## src/rtl/bscu_pkg.sv

```systemverilog
// Shared types, constants and helpers of the barometric compensation unit.
package bscu_pkg;

   localparam int DATA_W   = 32;
   localparam int UT_W     = 16;
   localparam int UP_W     = 19;
   localparam int TEMP_W   = 28;
   localparam int STAT_W   = 2;
   localparam int ADDR_W   = 5;
   localparam int Q_DEPTH  = 4;
   localparam int Q_PTR_W  = 2;
   localparam int Q_CNT_W  = 3;

   localparam logic [DATA_W-1:0] B6_OFFSET   = 32'd4000;
   localparam logic [DATA_W-1:0] X3_BIAS     = 32'd32768;
   localparam logic [DATA_W-1:0] P_SCALE     = 32'd50000;
   localparam logic [DATA_W-1:0] B7_HALF     = 32'h8000_0000;
   localparam logic [DATA_W-1:0] P_COEF_SQ   = 32'd3038;
   localparam logic [DATA_W-1:0] P_COEF_LIN  = 32'hFFFF_E343; // -7357
   localparam logic [DATA_W-1:0] P_COEF_OFS  = 32'd3791;

   localparam logic [STAT_W-1:0] STATUS_OK       = 2'd0;
   localparam logic [STAT_W-1:0] STATUS_TEMP_DIV = 2'd1;
   localparam logic [STAT_W-1:0] STATUS_PRES_DIV = 2'd2;

   typedef enum logic [2:0] {
      REG_AC1_AC2 = 3'd0,
      REG_AC3_AC4 = 3'd1,
      REG_AC5_AC6 = 3'd2,
      REG_B1_B2   = 3'd3,
      REG_MC_MD   = 3'd4,
      REG_OSS     = 3'd5
   } reg_index_type;

   typedef struct packed {
      logic [15:0] ac1;
      logic [15:0] ac2;
      logic [15:0] ac3;
      logic [15:0] ac4;
      logic [15:0] ac5;
      logic [15:0] ac6;
      logic [15:0] b1;
      logic [15:0] b2;
      logic [15:0] mc;
      logic [15:0] md;
      logic [1:0]  oss;
   } cfg_type;

   typedef struct packed {
      logic [DATA_W-1:0] x1;
      logic [UP_W-1:0]   up;
   } qentry_type;

   // sideband that rides along the dividers
   typedef struct packed {
      logic [DATA_W-1:0] x1;
      logic [UP_W-1:0]   up;
      logic [TEMP_W-1:0] temp;
      logic              neg;
      logic              post;
      logic              tz;
      logic              pz;
   } ctx_type;

   typedef struct packed {
      logic [TEMP_W-1:0] temp;
      logic [UP_W-1:0]   up;
      logic              tz;
   } side_type;

   function automatic logic [DATA_W-1:0] sx16(input logic [15:0] v);
      return {{(DATA_W-16){v[15]}}, v};
   endfunction

   function automatic logic [DATA_W-1:0] asr(input logic [DATA_W-1:0] v, input int n);
      return DATA_W'($signed(v) >>> n);
   endfunction

endpackage

```

## src/rtl/bscu_if.sv

```systemverilog
// Valid/ready channel interfaces for raw samples and compensated results.
interface bscu_req_if;
   logic                        valid;
   logic                        ready;
   logic [bscu_pkg::UT_W-1:0]   raw_temperature;
   logic [bscu_pkg::UP_W-1:0]   raw_pressure;
   modport source (output valid, output raw_temperature, output raw_pressure, input ready);
   modport sink   (input valid, input raw_temperature, input raw_pressure, output ready);
endinterface


```

## src/rtl/bscu_front.sv

```systemverilog
// Front end: accept raw samples and form the first temperature term.
module bscu_front (
   bscu_req_if.sink                 req,
   input  bscu_pkg::cfg_type        cfg,
   input  logic                     q_full,
   output logic                     push,
   output bscu_pkg::qentry_type     push_data
);
   logic [bscu_pkg::DATA_W-1:0] diff;
   logic [bscu_pkg::DATA_W-1:0] prod;

   assign req.ready = ~q_full;
   assign push      = req.valid & ~q_full;

   // (UT - AC6) * AC5, wrapping at 32 bits
   assign diff = {16'd0, req.raw_temperature} - {16'd0, cfg.ac6};
   assign prod = diff * {16'd0, cfg.ac5};

   assign push_data.x1 = bscu_pkg::asr(prod, 15);
   assign push_data.up = req.raw_pressure;

endmodule

```

## src/flat_wrapper.sv

```systemverilog
// flat-port wrapper written by rule: the top's interface ports become plain ports
module bscu_front_flat 
  (cfg, q_full, push, push_data, req_valid, req_raw_temperature, req_raw_pressure, req_ready);
  bscu_req_if req_i ();
  input  bscu_pkg::cfg_type cfg;
  input  logic q_full;
  output logic push;
  output bscu_pkg::qentry_type push_data;
  input wire logic [$bits(req_i.valid)-1:0] req_valid;
  input wire logic [$bits(req_i.raw_temperature)-1:0] req_raw_temperature;
  input wire logic [$bits(req_i.raw_pressure)-1:0] req_raw_pressure;
  output wire logic [$bits(req_i.ready)-1:0] req_ready;
  assign req_i.valid = req_valid;
  assign req_i.raw_temperature = req_raw_temperature;
  assign req_i.raw_pressure = req_raw_pressure;
  assign req_ready = req_i.ready;
  bscu_front u_core (.req(req_i), .cfg(cfg), .q_full(q_full), .push(push), .push_data(push_data));
endmodule
```

## config.mk

```make
export PLATFORM = sky130hd
export DESIGN_NAME = bscu_front_flat
export DESIGN_NICKNAME = d
export VERILOG_FILES = /design/src/rtl/bscu_pkg.sv /design/src/rtl/bscu_if.sv /design/src/rtl/bscu_front.sv /design/src/flat_wrapper.sv
export SDC_FILE = /design/constraint.sdc
export NUM_CORES = 1
export LEC_CHECK = 0
export BUFFER_PORTS_ARGS = -buffer_cell sky130_fd_sc_hd__clkbuf_2
export CORE_MARGIN = 5
export CORE_UTILIZATION = 40
export DETAILED_ROUTE_END_ITERATION = 10
export GPL_ROUTABILITY_DRIVEN = 0
export SLEW_MARGIN = 15
export SYNTH_ARGS = -nofsm -noshare
export SYNTH_HDL_FRONTEND = slang
export SYNTH_SLANG_ARGS = --single-unit
export TNS_END_PERCENT = 30
```

## constraint.sdc

```tcl
create_clock -name vclk -period 13.8
set_clock_uncertainty 0.05 [all_clocks]
set_input_delay 1.38 -clock vclk [all_inputs]
set_output_delay 1.38 -clock vclk [all_outputs]
set_load 0.01 [all_outputs]
```

### Word-level counts from Yosys, hierarchy flattened

Index checks and enable logic that the tools add are counted.

| cells by class | value |
|---|---|
| $mul | 1 |
| add/subtract/negate cells | 1 |
| bitwise operators | 2 |

Operator list:

| operator | number |
|---|---|
| multiplier 32 x 16 -> 32 bit | 1 |
| subtractor 16 x 16 -> 17 bit | 1 |
| AND 1 bit | 1 |
| NOT 1 bit | 1 |

| word-level totals | value |
|---|---|
| output and inout bits | 53 |
| flip-flop bits (word level) | 0 |
| logic and storage cells | 4 |
| input bits | 199 |

### Logic depth before layout (Yosys ltp)

| depth | value |
|---|---|
| word-level depth | 2 |
| depth in mapped cells | 34 |
| gate-level depth less buffers | 32 |

### Worst setup path before layout

Ideal clock, no wire load.

| timing path | value |
|---|---|
| path type | input port to output port |
| from | input port cfg[68] in the netlist's numbering |
| to | output port push_data[36] in the netlist's numbering |
| setup slack | 3,433 ps |
| data required time | 12,370 ps |
| stages on the path | 30 |
| data arrival time | 8,937 ps |
| path buffers | 2 |
| cells stage by stage | inv_1 -> ha_1 -> nor2b_1 -> o31a_1 -> o211ai_2 -> a211oi_2 -> o41ai_2 -> nand2b_1 -> a21oi_1 -> buf_2 -> nand2_1 -> fa_1 -> inv_1 -> fa_1 -> fa_1 -> fa_1 -> fa_1 -> inv_1 -> fa_1 -> inv_1 -> ha_1 -> a21oi_1 -> nand2_1 -> a211o_1 -> a32o_1 -> nor3_2 -> nor2_1 -> a211oi_2 -> xnor3_1 -> buf_4 |

RTL lines:

| element | line | text |
|---|---|---|
| from (decl) | flat_wrapper.sv:5 | `input bscu_pkg::cfg_type cfg;` |
| to (decl) | flat_wrapper.sv:8 | `output bscu_pkg::qentry_type push_data;` |

==> results.sh <==
export IMPL_status="finished clean"
export IMPL_rsz0062_at_grt="false"
export IMPL_antenna_cells=0
export IMPL_die_h_um=175
export IMPL_critical_path_top_delay_family="adder cells"
export IMPL_cts_setup_buffers=0
export IMPL_crit_required_ns=12.37
export IMPL_relSlewSlack=0.319
export IMPL_route_detailed_drc=0
export IMPL_grt_overflow_total=0
export IMPL_critPathKind="in -> out"
export IMPL_hp_class="in -> out"
export IMPL_endpoint_kind="primary output"
export IMPL_grt_pass1_wl_um=45700
export IMPL_netlist_area_um2=10900
export IMPL_grt_pass1_vias=8769
export IMPL_hold_buffers=0
export IMPL_netlist_instances=1233
export IMPL_holdWs_ns=2.71
export IMPL_clock_fmax_mhz=85.6
export IMPL_period_needed_ns=11.69
export IMPL_num_rows=60
export IMPL_area_growth_syn_to_layout_pct=4.56
export IMPL_fin_setup_tns_ns=0
export IMPL_max_cap_violations=0
export IMPL_cts_resized=0
export IMPL_grt_total_usage=0.182
export IMPL_synth_top_area_frac=0.496
export IMPL_ant_nets=0
export IMPL_ys_types=49
export IMPL_port_buffers=84
export IMPL_die_area_um2=30600
export IMPL_timing_hold_violations_final=0
export IMPL_seq_area_frac_synth=0
export IMPL_nFlopsAndLatches=0
export IMPL_fin_area_um2=11400
export IMPL_die_w_um=175
export IMPL_final_max_slew_viol_count=0
export IMPL_slowest_stage="a21boi_2"
export IMPL_placed_cell_area_um2=11400
export IMPL_ff_latch_area_um2=0
export IMPL_fin_util=0.424
export IMPL_cp_common_cell="fa_1"
export IMPL_syn_num_nets=1780
export IMPL_wire_per_inst_um=16.5
export IMPL_avgSynthCellArea_um2=8.83
export IMPL_antenna_found_initial=0
export IMPL_routed_wl_um=26100
export IMPL_core_um2=26900
export IMPL_critPathBufInv=6
export IMPL_dr_pass1_iters=5
export IMPL_min_period_over_period=0.847
export IMPL_ys_warnings_count=0
export IMPL_place_hpwl_um=21300
export IMPL_nets=1788
export IMPL_grt_max_degree=35
export IMPL_critPathLaunchType="input pin"
export IMPL_clkbuf_count=0
export IMPL_cp_slowest_stage_delay_ns=0.75
export IMPL_viasPerCell=4.99
export IMPL_synth_area_top_cells="fa_1, inv_1, ha_1"
export IMPL_synth_area_leader_cell="fa_1"
export IMPL_setup_viol=0
export IMPL_worst_pin_slew_ns=1.02
export IMPL_vias=7889
export IMPL_start_util=0.405
export IMPL_drive_gt1_frac=0.0985
export IMPL_crit_fanout=16
export IMPL_io_pins=252
export IMPL_crit_arrival_ns=10.26
export IMPL_drt_iter0_markers=385
==> area by class of cell <==
class,instances,area (µm²)
multi-input cells,840,9310
well taps,341,427
inverters,303,1140
fillers,2707,15500
repair buffers,96,510
==> routing by layer <==
| layer | share of wire | global-route usage |
|---|---|---|
| met5 | 0 | 0 |
| met1 | 0.44 | 0.252 |
| met4 | 0.030 | 0.0412 |
| met3 | 0.043 | 0.0104 |
| met2 | 0.48 | 0.315 |
==> placed cells by master, fill, tap and decap left out, types with 2 or more instances in the layout <==
cell      instances
a211o_1           3
a211oi_1          3
a211oi_2          4
a21o_1            2
a21oi_1          28
a31oi_1           2
and2_1           84
and3_1           18
buf_4            12
clkbuf_2         84
fa_1            270
ha_1             78
inv_1           303
mux2_1            2
mux2_2            6
mux2i_1           8
nand2_1         130
nand2b_1         25
nand3_1          38
nand4_1           5
nor2_1           22
nor2b_1          28
nor3_1            2
o21a_1            8
o21ai_0          10
o21ai_2           3
o21bai_1          2
o31a_1            2
o31ai_1           2
or2_2             2
or3_1             4
xnor2_1          25
xnor2_2           4
xor2_1            5
==> cells in the mapped netlist (5+ instances only) <==
cell	n
o21a_1	8
and2_1	84
nor2_1	23
nand3_1	38
nand2_1	130
nor2b_1	28
buf_4	34
clkbuf_1	46
ha_1	78
buf_2	7
inv_1	303
o21ai_0	10
xor2_1	5
a21oi_1	29
nand2b_1	25
nand4_1	5
mux2_2	6
fa_1	270
mux2i_1	8
and3_1	18
xnor2_1	29
==> final timing paths <==
kind | start | endpoint | cells past startpoint | slack (ns)
worst max-delay path | req_raw_temperature[0] | push_data[44] | 29 | 2.11
worst min-delay path | req_raw_pressure[15] | push_data[15] | 0 | 2.71
==> logic make-up (layout without fill, tap and decap cells) <==
group / count (synthesis) / count (layout) / share of synthesized area
xor+xnor: 35 / 35 / 0.0294
compound gates: 79 / 79 / 0.0512
mux: 16 / 16 / 0.0156
buf+inv: 393 / 399 / 0.149
simple gates: 362 / 362 / 0.169
fa+ha+maj: 348 / 348 / 0.586
==> metrics by stage <==
step / worst slack (ns) / cells
floorplan: 3.43 / 1233
global placement: 2.36 / 1580
detailed placement: 2.23 / 1580
CTS: 2.19 / 1580
global route: 1.58 / 1580
finish: 2.11 / 1580
Power is left out: the tool's default activity adds up to more than one toggle a clock period on the data nets, which glitch-free logic cannot reach.
