## src/rtl/bscu_pkg.sv

```systemverilog
// Shared types, constants and helpers of the barometric compensation unit.
package bscu_pkg;

   localparam int DATA_W   = 32;
   localparam int UT_W     = 16;
   localparam int UP_W     = 19;
   localparam int TEMP_W   = 28;
   localparam int STAT_W   = 2;
   localparam int ADDR_W   = 5;
   localparam int Q_DEPTH  = 4;
   localparam int Q_PTR_W  = 2;
   localparam int Q_CNT_W  = 3;

   localparam logic [DATA_W-1:0] B6_OFFSET   = 32'd4000;
   localparam logic [DATA_W-1:0] X3_BIAS     = 32'd32768;
   localparam logic [DATA_W-1:0] P_SCALE     = 32'd50000;
   localparam logic [DATA_W-1:0] B7_HALF     = 32'h8000_0000;
   localparam logic [DATA_W-1:0] P_COEF_SQ   = 32'd3038;
   localparam logic [DATA_W-1:0] P_COEF_LIN  = 32'hFFFF_E343; // -7357
   localparam logic [DATA_W-1:0] P_COEF_OFS  = 32'd3791;

   localparam logic [STAT_W-1:0] STATUS_OK       = 2'd0;
   localparam logic [STAT_W-1:0] STATUS_TEMP_DIV = 2'd1;
   localparam logic [STAT_W-1:0] STATUS_PRES_DIV = 2'd2;

   typedef enum logic [2:0] {
      REG_AC1_AC2 = 3'd0,
      REG_AC3_AC4 = 3'd1,
      REG_AC5_AC6 = 3'd2,
      REG_B1_B2   = 3'd3,
      REG_MC_MD   = 3'd4,
      REG_OSS     = 3'd5
   } reg_index_type;

   typedef struct packed {
      logic [15:0] ac1;
      logic [15:0] ac2;
      logic [15:0] ac3;
      logic [15:0] ac4;
      logic [15:0] ac5;
      logic [15:0] ac6;
      logic [15:0] b1;
      logic [15:0] b2;
      logic [15:0] mc;
      logic [15:0] md;
      logic [1:0]  oss;
   } cfg_type;

   typedef struct packed {
      logic [DATA_W-1:0] x1;
      logic [UP_W-1:0]   up;
   } qentry_type;

   // sideband that rides along the dividers
   typedef struct packed {
      logic [DATA_W-1:0] x1;
      logic [UP_W-1:0]   up;
      logic [TEMP_W-1:0] temp;
      logic              neg;
      logic              post;
      logic              tz;
      logic              pz;
   } ctx_type;

   typedef struct packed {
      logic [TEMP_W-1:0] temp;
      logic [UP_W-1:0]   up;
      logic              tz;
   } side_type;

   function automatic logic [DATA_W-1:0] sx16(input logic [15:0] v);
      return {{(DATA_W-16){v[15]}}, v};
   endfunction

   function automatic logic [DATA_W-1:0] asr(input logic [DATA_W-1:0] v, input int n);
      return DATA_W'($signed(v) >>> n);
   endfunction

endpackage

```

## src/rtl/bscu_queue.sv

```systemverilog
// Short queue between the front end and the compensation pipeline.
module bscu_queue (
   input  logic                  clock,
   input  logic                  reset,
   input  logic                  push,
   input  bscu_pkg::qentry_type  push_data,
   input  logic                  pop,
   output logic                  full,
   output logic                  not_empty,
   output bscu_pkg::qentry_type  head
);
   bscu_pkg::qentry_type                mem_ff [bscu_pkg::Q_DEPTH];
   logic [bscu_pkg::Q_PTR_W-1:0]        wr_ff, rd_ff;
   logic [bscu_pkg::Q_CNT_W-1:0]        count_ff;
   logic                                do_push, do_pop;

   assign full      = count_ff == bscu_pkg::Q_CNT_W'(bscu_pkg::Q_DEPTH);
   assign not_empty = count_ff != '0;
   assign do_push   = push & ~full;
   assign do_pop    = pop & not_empty;
   assign head      = mem_ff[rd_ff];

   always_ff @(posedge clock) begin
      if (reset) begin
         wr_ff    <= '0;
         rd_ff    <= '0;
         count_ff <= '0;
      end else begin
         if (do_push) wr_ff <= wr_ff + 1'b1;
         if (do_pop)  rd_ff <= rd_ff + 1'b1;
         count_ff <= count_ff + Q_CNT_W_ONE(do_push) - Q_CNT_W_ONE(do_pop);
      end
   end

   always_ff @(posedge clock) begin
      if (do_push) mem_ff[wr_ff] <= push_data;
   end

   function automatic logic [bscu_pkg::Q_CNT_W-1:0] Q_CNT_W_ONE(input logic b);
      return {{(bscu_pkg::Q_CNT_W-1){1'b0}}, b};
   endfunction

   a_count_bound: assert property (@(posedge clock) disable iff (reset)
      count_ff <= bscu_pkg::Q_CNT_W'(bscu_pkg::Q_DEPTH))
      else $error("queue count beyond depth");
   a_no_overflow: assert property (@(posedge clock) disable iff (reset)
      full && !do_pop |=> full)
      else $error("queue lost an entry while full");

endmodule

```

## config.mk

```make
export PLATFORM = sky130hd
export DESIGN_NAME = bscu_queue
export DESIGN_NICKNAME = d
export VERILOG_FILES = /design/src/rtl/bscu_pkg.sv /design/src/rtl/bscu_queue.sv
export SDC_FILE = /design/constraint.sdc
export NUM_CORES = 1
export LEC_CHECK = 0
export BUFFER_PORTS_ARGS = -buffer_cell sky130_fd_sc_hd__buf_2
export CORE_MARGIN = 2
export CORE_UTILIZATION = 50
export DETAILED_ROUTE_END_ITERATION = 8
export PLACE_DENSITY_LB_ADDON = 0.3
export SYNTH_ARGS = -nofsm -noshare
export SYNTH_HDL_FRONTEND = slang
export SYNTH_SLANG_ARGS = --single-unit
export TNS_END_PERCENT = 5
```

## constraint.sdc

```tcl
create_clock -name clock -period 3.1 [get_ports clock]
set_input_delay 0.465 -clock clock [delete_from_list [all_inputs] [get_ports clock]]
set_output_delay 0.465 -clock clock [all_outputs]
set_load 0.01 [all_outputs]
```

**Yosys cells after proc, flatten, opt, wreduce, memory -nomap -nowiden**

Memory sizes are Yosys's and may differ from the RTL's. A register that Yosys moved wholly into a read port is not among the register bits.
Index checks and enable logic that the tools add are counted.

- Register bits: 7
- Memory bits (writable): 204
- Bits of input ports: 55
- Output and inout bits: 53
- Word-level logic and storage cells: 17
- Memories: 1

- Add/sub/neg operators: 4
- Equal/unequal tests: 1
- Muxes and demuxes: 4
- Bitwise operators: 3
- Reduce and logical (&&, ||, !) cells: 1

Memories:

| name | depth | bits a word | read ports | clocked after memory_dff | wr ports | RTL line | RTL |
|---|---|---|---|---|---|---|---|
| mem_ff | 4 | 51 | 1 | 1 | 1 | bscu_queue.sv:12 | `bscu_pkg::qentry_type mem_ff [bscu_pkg::Q_DEPTH];` |

Operators by type and width:

| operator | number |
|---|---|
| 2-bit by 1-bit adder with 2-bit output, second input constant | 2 |
| 2-bit two-way mux | 2 |
| 3-bit by 1-bit adder with 3-bit output | 1 |
| 3-bit equality test, second input constant | 1 |
| 3-bit nonzero test | 1 |
| 3-bit by 1-bit subtractor with 3-bit output | 1 |
| 1-bit AND | 2 |
| 1-bit two-way mux | 2 |
| 1-bit NOT | 1 |

**Logic depth before layout (Yosys ltp)**

- Word-level depth: 5
- Mapped depth: 11
- Mapped depth without buffers: 11

**Worst setup path before layout**

OpenSTA, ideal clock, no wires.

- Path type: reg2reg
- Start point: register count_ff[1] (netlist name)
- End point: memory mem_ff[0][0] (netlist name), enable pin
- Data arrival time: 2033 ps
- Setup slack: 654 ps
- Stages on the path, launching flop included: 4
- Buffers on the path: 0
- Path through: dfxtp_1 -> nor3b_2 -> nor2_1 -> and2_1

- Cells in the longest elaborated chain, start to end: 5

Ends and longest elaborated chain:

| element | RTL line | RTL |
|---|---|---|
| start: declaration | bscu_queue.sv:14 | `logic [bscu_pkg::Q_CNT_W-1:0] count_ff;` |
| start signal: assignment | bscu_queue.sv:31 | `count_ff <= count_ff + Q_CNT_W_ONE(do_push) - Q_CNT_W_ONE(do_pop);` |
| 3-bit equality test | bscu_queue.sv:17 | `assign full = count_ff == bscu_pkg::Q_CNT_W'(bscu_pkg::Q_DEPTH);` |
| net full | bscu_queue.sv:8 | `output logic full,` |
| 1-bit NOT | bscu_queue.sv:19 | `assign do_push = push & ~full;` |
| 1-bit AND | bscu_queue.sv:19 |  |
| 1-bit two-way mux | bscu_queue.sv:36 | `if (do_push) mem_ff[wr_ff] <= push_data;` |
| 1-bit two-way mux (not written as such) | bscu_queue.sv:36 |  |
| end: declaration | bscu_queue.sv:12 |  |

The timed path passes the listed nets, and every way through them passes these cells.

==> qor.yml <==
async_flop_share: 0
io_buffers: 107
worstSetupPathType: "reg2out"
leakage_nw: 3.16
gr-total-overflow: 0
max_freq_mhz: 396
postPlaceCellArea_um2: 8680
start_util: 0.515
route.detailed.drc: 0
drv_slew: 0
post-route-util: 0.609
post_cts_buffers: 0
final.setup.worst_slack_ns: 0.572
tightestPinTransition_ns: 0.618
syn_to_final_growth_pct: 18.3
ys_seq_area_frac: 0.800
cp-start-kind: "flop"
die-area_um2: 16800
worst-path-max-fanout: 15
timing.final.crit_share: 0.816
insertion_delay_ns: 0.48
cts_resized: 0
grt_first_pass_wirelength_um: 20500
nets: 504
place.gp.congestion: 0.711
antenna_left: 0
grtUsageTotal: 0.161
insertedDiodeCount: 0
root_buffer: "clkbuf_16"
drt_pass1_iterations: 4
synth.largest_area_cell: "edfxtp_1"
synthTopCellsByArea: "edfxtp_1, mux4_2, dfxtp_1, buf_12, ha_1"
wire_per_inst_um: 19.7
period_minus_slack_ns: 2.53
cts_buffers: 21
pin_count: 108
crit_required_ns: 2.63
clk_pin_slew_ns: 0.06
power_density_nw_per_um2: 824
fin_area_um2: 9330
finalPower_mw: 7.69
cts_max_level: 1
finalHoldViolCount: 0
grt_pass1_vias: 3773
status: "finished, final reports clean"
vias_per_cell: 5.35
core_um2: 15300
row_count: 45
dp.final_hpwl_um: 7700
drt_iter0_drc: 270
synth_edf_count: 204
cts_tree: "built"
ys.flop_type: "edfxtp_1"
skew_ns: 0.0102
die_w_um: 130
crit_path_end_kind: "output port"
whs_ns: 0.203
syn-instance-count: 316
ys_warn_count: 0
hold_path.class: "in2reg"
fin_cells: 667
slew_headroom: 0.588
setup_violations: 0
dpl.cell_count: 630
rsz0062_at_grt: "false"
drv_cap: 0
antenna_found_initial: 1
synth_top_cell_area_share: 0.777
cts_buffer_depth: 3
ir_drop_uv: 416
worstPathArrival_ns: 2.06
cts_hold_buf: 0
netlist_area_um2: 7890
synth.net_count: 378
place_ws_ns: 0.658
synth-seq-cells: 213
setup_tns_ns: 0
synthDistinctLibCells: 26
wl_um: 13200
drive_above_1_share: 0.439
die_height_um: 130
cts_sinks: 213
grt_max_degree: 52
syn_avg_cell_area_um2: 25.0
vias: 3567
power by group:
part           switching, mW  total [mW]  internal, mW
Clock                  0.957        2.36          1.40
Sequential             0.142        3.64          3.50
Combinational          0.848        1.69         0.843
cells in the mapped netlist, types with 2 or more instances:
master	number
inv_1	6
or3_1	2
buf_12	5
mux4_2	50
dfxtp_1	9
ha_1	6
and2_1	5
nand2b_1	2
xor2_1	2
buf_2	5
nor2_1	6
edfxtp_1	204
kinds of logic after synthesis:
kind of cell	Yosys count	share of synthesized area
and+or+nand+nor	18	0.0130
muxes	52	0.147
AOI/OAI and AO/OA	4	0.00349
adders and majority gates	7	0.0121
buffers and inverters	19	0.0211
xor gates and xnor gates	3	0.00333
DFF	213	0.800
layout by cell type, fill, tap and decap left out, drive strengths merged:
cell | Yosys | routed
a21oi | 1 | 1
o311ai | 1 | 1
edfxtp | 204 | 204
clkbuf | 1 | 37
inv | 6 | 6
nor2 | 6 | 6
or3 | 2 | 2
mux2i | 1 | 1
and2 | 5 | 5
o21ai | 1 | 1
xor2 | 2 | 2
ha | 6 | 6
nor2b | 1 | 1
o31a | 1 | 1
mux4 | 51 | 51
xnor2 | 1 | 1
nor3b | 1 | 1
dfxtp | 9 | 9
nor3 | 1 | 1
buf | 12 | 116
fa | 1 | 1
nand2b | 2 | 2
registers in the layout (all words and copies together), names as in the netlist, named ones only:
| register | cells |
|---|---|
| rd_ff | 2 |
| mem_ff | 204 |
| count_ff | 3 |
| wr_ff | 2 |
layer usage:
metal  up-vias  share of wire  GRT usage
met5         -        0.00099          0
met3        21          0.067     0.0442
met4         2          0.013     0.0373
li1       1580              -          -
met1      1872           0.45      0.227
met2        92           0.47      0.257
worst paths after layout:
| path | startpoint | end | slack [ns] | cells after the start |
|---|---|---|---|---|
| max | flop | head[30] | 0.57 | 3 |
| min | push_data[31] | mem_ff[0][31] | 0.20 | 1 |
| max reg2reg | count_ff[1] | count_ff[2] | 0.66 | 11 |
| min reg2reg | wr_ff[1] | wr_ff[1] | 0.52 | 2 |
area by class of cell:
type	instances	area, um^2
clock buffer	37	646
fill	1136	5990
inverter	6	22.5
multi-input combinational	84	1420
sequential	213	6310
tap	211	264
timing repair buffer	116	666
critical path, stage by stage, from the launching register on:
cell and delay, ns:
dfxtp_4 0.54, buf_4 0.34, mux4_2 0.55, buf_2 0.16
No activity file was read; power rests on OpenSTA's default activity.
