**config.mk**
```make
export PLATFORM = sky130hd
export DESIGN_NAME = bscu_regs
export DESIGN_NICKNAME = d
export VERILOG_FILES = /design/src/rtl/bscu_pkg.sv /design/src/rtl/bscu_regs.sv
export SDC_FILE = /design/constraint.sdc
export NUM_CORES = 1
export LEC_CHECK = 0
export ABC_AREA = 1
export BUFFER_PORTS_ARGS = -buffer_cell sky130_fd_sc_hd__clkbuf_2
export CELL_PAD_IN_SITES_DETAIL_PLACEMENT = 1
export CELL_PAD_IN_SITES_GLOBAL_PLACEMENT = 2
export CORE_ASPECT_RATIO = 1.2
export CORE_MARGIN = 5
export CORE_UTILIZATION = 24
export CTS_CLUSTER_SIZE = 24
export DETAILED_ROUTE_END_ITERATION = 10
export PLACE_DENSITY = 0.75
export REMOVE_ABC_BUFFERS = 1
export SETUP_SLACK_MARGIN = 0.1
export SLEW_MARGIN = 20
export SYNTH_ARGS = -nofsm -noshare
export SYNTH_HDL_FRONTEND = slang
export SYNTH_SLANG_ARGS = --single-unit
```
**constraint.sdc**
```tcl
create_clock -name clock -period 1.4 [get_ports clock]
set_input_delay 0.28 -clock clock [delete_from_list [all_inputs] [get_ports clock]]
set_output_delay 0.28 -clock clock [all_outputs]
set_load 0.005 [all_outputs]
```
**src/rtl/bscu_pkg.sv**
```systemverilog
// Shared types, constants and helpers of the barometric compensation unit.
package bscu_pkg;

   localparam int DATA_W   = 32;
   localparam int UT_W     = 16;
   localparam int UP_W     = 19;
   localparam int TEMP_W   = 28;
   localparam int STAT_W   = 2;
   localparam int ADDR_W   = 5;
   localparam int Q_DEPTH  = 4;
   localparam int Q_PTR_W  = 2;
   localparam int Q_CNT_W  = 3;

   localparam logic [DATA_W-1:0] B6_OFFSET   = 32'd4000;
   localparam logic [DATA_W-1:0] X3_BIAS     = 32'd32768;
   localparam logic [DATA_W-1:0] P_SCALE     = 32'd50000;
   localparam logic [DATA_W-1:0] B7_HALF     = 32'h8000_0000;
   localparam logic [DATA_W-1:0] P_COEF_SQ   = 32'd3038;
   localparam logic [DATA_W-1:0] P_COEF_LIN  = 32'hFFFF_E343; // -7357
   localparam logic [DATA_W-1:0] P_COEF_OFS  = 32'd3791;

   localparam logic [STAT_W-1:0] STATUS_OK       = 2'd0;
   localparam logic [STAT_W-1:0] STATUS_TEMP_DIV = 2'd1;
   localparam logic [STAT_W-1:0] STATUS_PRES_DIV = 2'd2;

   typedef enum logic [2:0] {
      REG_AC1_AC2 = 3'd0,
      REG_AC3_AC4 = 3'd1,
      REG_AC5_AC6 = 3'd2,
      REG_B1_B2   = 3'd3,
      REG_MC_MD   = 3'd4,
      REG_OSS     = 3'd5
   } reg_index_type;

   typedef struct packed {
      logic [15:0] ac1;
      logic [15:0] ac2;
      logic [15:0] ac3;
      logic [15:0] ac4;
      logic [15:0] ac5;
      logic [15:0] ac6;
      logic [15:0] b1;
      logic [15:0] b2;
      logic [15:0] mc;
      logic [15:0] md;
      logic [1:0]  oss;
   } cfg_type;

   typedef struct packed {
      logic [DATA_W-1:0] x1;
      logic [UP_W-1:0]   up;
   } qentry_type;

   // sideband that rides along the dividers
   typedef struct packed {
      logic [DATA_W-1:0] x1;
      logic [UP_W-1:0]   up;
      logic [TEMP_W-1:0] temp;
      logic              neg;
      logic              post;
      logic              tz;
      logic              pz;
   } ctx_type;

   typedef struct packed {
      logic [TEMP_W-1:0] temp;
      logic [UP_W-1:0]   up;
      logic              tz;
   } side_type;

   function automatic logic [DATA_W-1:0] sx16(input logic [15:0] v);
      return {{(DATA_W-16){v[15]}}, v};
   endfunction

   function automatic logic [DATA_W-1:0] asr(input logic [DATA_W-1:0] v, input int n);
      return DATA_W'($signed(v) >>> n);
   endfunction

endpackage

```
**src/rtl/bscu_regs.sv**
```systemverilog
// APB calibration and oversampling registers.
module bscu_regs (
   input  logic                          clock,
   input  logic                          reset,
   input  logic                          psel,
   input  logic                          penable,
   input  logic                          pwrite,
   input  logic [bscu_pkg::ADDR_W-1:0]   paddr,
   input  logic [bscu_pkg::DATA_W-1:0]   pwdata,
   output logic [bscu_pkg::DATA_W-1:0]   prdata,
   output logic                          pready,
   output bscu_pkg::cfg_type             cfg
);
   logic [31:0] ac12_ff, ac34_ff, ac56_ff, b12_ff, mcmd_ff;
   logic [1:0]  oss_ff;
   logic        wr_en;
   logic [2:0]  idx;

   assign pready = 1'b1;
   assign wr_en  = psel & penable & pwrite;
   assign idx    = paddr[4:2];

   always_ff @(posedge clock) begin
      if (reset) begin
         ac12_ff <= '0;
         ac34_ff <= '0;
         ac56_ff <= '0;
         b12_ff  <= '0;
         mcmd_ff <= '0;
         oss_ff  <= '0;
      end else if (wr_en) begin
         unique case (idx)
            bscu_pkg::REG_AC1_AC2: ac12_ff <= pwdata;
            bscu_pkg::REG_AC3_AC4: ac34_ff <= pwdata;
            bscu_pkg::REG_AC5_AC6: ac56_ff <= pwdata;
            bscu_pkg::REG_B1_B2:   b12_ff  <= pwdata;
            bscu_pkg::REG_MC_MD:   mcmd_ff <= pwdata;
            bscu_pkg::REG_OSS:     oss_ff  <= pwdata[1:0];
            default: ;
         endcase
      end
   end

   always_comb begin
      unique case (idx)
         bscu_pkg::REG_AC1_AC2: prdata = ac12_ff;
         bscu_pkg::REG_AC3_AC4: prdata = ac34_ff;
         bscu_pkg::REG_AC5_AC6: prdata = ac56_ff;
         bscu_pkg::REG_B1_B2:   prdata = b12_ff;
         bscu_pkg::REG_MC_MD:   prdata = mcmd_ff;
         bscu_pkg::REG_OSS:     prdata = {30'd0, oss_ff};
         default:               prdata = '0;
      endcase
   end

   assign cfg.ac1 = ac12_ff[31:16];
   assign cfg.ac2 = ac12_ff[15:0];
   assign cfg.ac3 = ac34_ff[31:16];
   assign cfg.ac4 = ac34_ff[15:0];
   assign cfg.ac5 = ac56_ff[31:16];
   assign cfg.ac6 = ac56_ff[15:0];
   assign cfg.b1  = b12_ff[31:16];
   assign cfg.b2  = b12_ff[15:0];
   assign cfg.mc  = mcmd_ff[31:16];
   assign cfg.md  = mcmd_ff[15:0];
   assign cfg.oss = oss_ff;

endmodule

```
* Word level (Yosys, flattened, before mapping)
Index checks and enable logic that the tools add are counted.
W data, S select, Z words.
** Word-level totals
- Bits in registers :: 162
- Latch bits :: 0
- RAM bits :: 0
- Bits in read-only memories :: 0
- Input bits :: 42
- Memories :: 0
** Cells by class
- Add/sub/neg operators :: 0
- Multipliers :: 0
- Divide/modulo/power cells :: 0
- Magnitude comparators :: 0
- Eq/ne operators :: 5
- Shifts and indexed selects :: 0
- Multiplexer cells :: 1
- Bitwise operators :: 2
- Reductions and logical operators :: 7
** Operators with widths (number)
- $pmux W32 S6 :: 1
- $reduce_and A2 Y1 :: 6
- $eq A3 B2 Y1 const B :: 2
- $eq A3 B3 Y1 const B :: 2
- $eq A3 B1 Y1 const B :: 1
- $logic_not A3 Y1 :: 1
- $and A1 B1 Y1 :: 2

* Longest topological paths before layout
- Depth after elaboration :: 3
- Mapped depth :: 9

* Worst setup path before layout
OpenSTA, ideal clock, no wires.
- Path type :: input to output
- Start point :: in paddr[3] (netlist name)
- End point :: out prdata[14] (netlist name)
- Arrival :: 1.211 ns
- Setup slack :: -0.091 ns
- Stages :: 8
- Cell sequence :: buf_2 nor2_2 buf_2 buf_2 nand3_1 nand2_1 nor2_1 nand2_1
** Between the ends
- Longest elaborated chain between the ends :: 2
** RTL lines
- start, declared :: line bscu_regs.sv:8 : input logic [bscu_pkg::ADDR_W-1:0] paddr,
- $eq A3 B3 Y1, or another cell as far along :: line bscu_regs.sv:45 : unique case (idx)
- $pmux W32 S6 (*) :: line bscu_regs.sv:45
- end, declared :: line bscu_regs.sv:10 : output logic [bscu_pkg::DATA_W-1:0] prdata,
Every way passes the cells marked *; elsewhere a longest branch is shown, timed or not.

* Worst setup path after layout
- Start point :: in paddr[2] (netlist name)
- End point :: out prdata[20] (netlist name)
The elaborated chain is that of the path after synthesis.

==> impl_metrics.env <==
export IMPL_outcome="finished with violations"
export IMPL_failed_checks="setup timing"
export IMPL_io_buffer_count=233
export IMPL_dp_hpwl_mm=25.5
export IMPL_die_area_mm2=0.0372
export IMPL_slowest_delay_ps=160
export IMPL_hold_viol_final=0
export IMPL_synthTopCellsByCount="nor2_1, nand2_1, dfxtp_1, nand3_1, inv_1"
export IMPL_synth_compound_area_share_pct=0.874
export IMPL_post_place_cells=1981
export IMPL_slew_viol_final=0
export IMPL_ioPinCount=237
export IMPL_cp_start_kind="primary input"
export IMPL_routed_wl_mm=37.1
export IMPL_leakage_nw=5.58
export IMPL_first_pass_iters=4
export IMPL_combPwrFrac_pct=12.1
export IMPL_pre_cts_ws_ps=-371
export IMPL_drcViolationCount=0
export IMPL_syn_area_per_cell_um2=6.17
export IMPL_placementRows=73
export IMPL_yosys_area_top_type_share_pct=40.5
export IMPL_grt_pass1_vias=9425
export IMPL_path_cells="clkbuf_16 > buf_4 > nor2_4 > buf_6 > buf_12 > nand2_2 > nand2_1 > inv_1 > nand2_1 > clkbuf_2"
export IMPL_cts_tree="done"
export IMPL_yosysTopAreaCell="dfxtp_1"
export IMPL_crit_buf_inv=6
export IMPL_yosys_top_cells_area="dfxtp_1, nor2_1, nand2_1"
export IMPL_antenna_found_initial=1
export IMPL_seqCellArea_mm2=0.00328
export IMPL_sw_frac_of_total_pct=26.0
export IMPL_ys_warn_count=0
export IMPL_grt_usage_pct=19.2
export IMPL_yosysUniqueCellTypes=20
export IMPL_drt_initial_drc_count=386
export IMPL_critical_path_class="in2out"
export IMPL_vias=9254
export IMPL_via_per_inst=4.53
export IMPL_worst_path_max_delay_cell="buf_12"
export IMPL_synthSimpleGateAreaFrac_pct=48.3
export IMPL_synth_ff_type="dfxtp_1"
export IMPL_async_reset_ff_share_pct=0
export IMPL_nFillCells=4201
export IMPL_die_h_um=210
export IMPL_synth_edf_count=0
export IMPL_insertion_delay_ps=430
export IMPL_synth_mux_area_share_pct=0
export IMPL_start_util_pct=24.2
export IMPL_synth_adder_area_share_pct=0
export IMPL_fin_cells=2045
export IMPL_worst_ir_drop_vdd_mv=0.550
export IMPL_grt_pass1_wl_mm=55.3
export IMPL_setup_viol=32
export IMPL_period_minus_slack_ps=1600
export IMPL_path_max_fanout=7
export IMPL_ys_seq_elements=162
export IMPL_root_buffer="clkbuf_16"
export IMPL_avgRoutedWirePerCell_um=18.2
export IMPL_p_per_area_mw_per_mm2=920
export IMPL_clockBufferDepth=2
export IMPL_place_gp_congestion=0.793
export IMPL_path_common_cell="nand2_1"
export IMPL_rsz0062_at_grt="yes"
export IMPL_postRouteAntennaNets=0
export IMPL_yosysMostFrequentCell="nor2_1"
export IMPL_p_total_mw=10.9
export IMPL_fin_crit_sh_pct=114
export IMPL_post_synth_xor_area_fraction_pct=0
export IMPL_clkTransAtPathRegs_ps=70
export IMPL_htree_levels=4
export IMPL_cts_buffers=17
export IMPL_p_int_mw=8.07
export IMPL_cts_sinks=162
export IMPL_finClkSkew_ps=0
export IMPL_grt_max_degree=43
export IMPL_fmax_mhz=626
export IMPL_seqPwrFrac_pct=43.3
export IMPL_critPathRequiredTime_ps=1120
export IMPL_synth_top_family_by_area="simple AND/OR/NAND/NOR gates"
export IMPL_synthCells=1299
export IMPL_yosysSeqAreaShare_pct=40.5
export IMPL_multi_input_area_mm2=0.00419
export IMPL_hold_path_class="in2reg"
export IMPL_path_delay_family="buffers and inverters"
export IMPL_drv_cap=0
export IMPL_endpoint_kind="output port"
export IMPL_core_mm2=0.0331
export IMPL_power_switching_mw=2.84
export IMPL_synthToLayoutAreaGrowth_pct=47.8
export IMPL_netlist_area_mm2=0.00802
export IMPL_die_w_um=177
export IMPL_pwr_share_clk_pct=44.6
export IMPL_fin_util_pct=35.8
export IMPL_grt_overflow_total=0
export IMPL_fin_nets=1623
export IMPL_final_layout_size_suffix_gt1_share_pct=29.8
export IMPL_arrival_ps=1320
export IMPL_final_setup_worst_slack_ps=-199
final timing paths:
| kind | end | cells past startpoint | startpoint | slack, ps |
|---|---|---|---|---|
| worst max register to register | ac12_ff[1]$_SDFFE_PP0P_ | 3 | ac12_ff[1]$_SDFFE_PP0P_ | 700 |
| worst max-delay path | prdata[20] | 10 | paddr[2] | -200 |
| worst min-delay path | b12_ff[13]$_SDFFE_PP0P_ | 4 | reset | 200 |
| worst min register to register | mcmd_ff[1]$_SDFFE_PP0P_ | 2 | mcmd_ff[1]$_SDFFE_PP0P_ | 490 |
worst reg2reg max path: stages, from the launching register on:
cell     delay [ps]
dfxtp_2         330
buf_6           120
nor2_1          100
nor2_1           50
metrics by stage:
step / setup TNS, ps / cell area (um2) / hold WS (ps)
after detailed placement: -38990 / 10300 / 495
after floorplan: -247890 / 7570 / 494
after global placement: -31120 / 10300 / 490
final: -5240 / 11800 / 196
after CTS: -5180 / 11600 / 181
after global routing: -7360 / 11800 / 196
metal layers:
layer | up-vias | GRT usage (%) | wire, um
li1 | 4568 | - | -
met1 | 4464 | 23.1 | 15900
met2 | 188 | 34.8 | 18900
met3 | 34 | 3.77 | 1540
met4 | 0 | 5.50 | 767
met5 | - | 0 | 0
placed cells by master (no fill, tap or decap):
master      Yosys  final
a21oi_1        14     14
buf_12          0     31
buf_16          0      6
buf_2          50     11
buf_4          12     55
buf_6           1     27
buf_8           0      4
bufbuf_16       0      1
bufinv_16       0      3
clkbuf_1       15      5
clkbuf_16       0     22
clkbuf_2        0    212
clkbuf_8        0      1
clkinv_2        0      2
clkinv_4        0      1
clkinvlp_4      0      3
conb_1          1      1
dfxtp_1       162    134
dfxtp_2         0     28
diode_2         0      1
inv_1          96     95
inv_2           3      1
inv_4           1      2
inv_6           0      1
inv_8           0      1
nand2_1       317    310
nand2_2         1      5
nand2_4         0      2
nand2_8         0      1
nand3_1       159    150
nand3_2         2     11
nand3_4         1      1
nand4_1        39     39
nor2_1        406    371
nor2_2          3     25
nor2_4          5     18
cell families (layout without fill, tap and decap cells):
group           after synthesis  count (layout)
simple gates                933             933
compound gates               14              14
other cells                   1               2
buf+inv                     189             484
flops                       162             162
cell type report:
class | instances | share of cell area [%]
Sequential cell | 162 | 27.7
Timing Repair Buffer | 352 | 23.9
Antenna cell | 1 | 0.0211
Tap cell | 450 | 4.75
Inverter | 100 | 3.32
Clock inverter | 9 | 1.11
Multi-Input combinational cell | 948 | 35.3
Clock buffer | 23 | 3.87
state kept, by name (all words and copies together), names as in the netlist:
register and count:
mcmd_ff 32, ac34_ff 32, ac56_ff 32, b12_ff 32
ac12_ff 32, oss_ff 2
power groups by stage:
stage | combinational [mW] | clock, mW | sequential (mW)
floorplan | 0.475 | 0 | 4.82
global placement | 1.10 | 0 | 4.83
detailed placement | 1.12 | 0 | 4.83
CTS | 1.31 | 5.00 | 4.72
global route | 1.43 | 5.19 | 4.73
finish | 1.32 | 4.86 | 4.72
repair_timing:
action                     in CTS  in global routing
gates cloned                    7                  2
pin swaps                      26                 32
setup buffers                  20                  4
setup endpoints to repair      34                 54
hold buffers                    0                  0
resized for setup              82                 78
(Power assumes the default switching activity.)
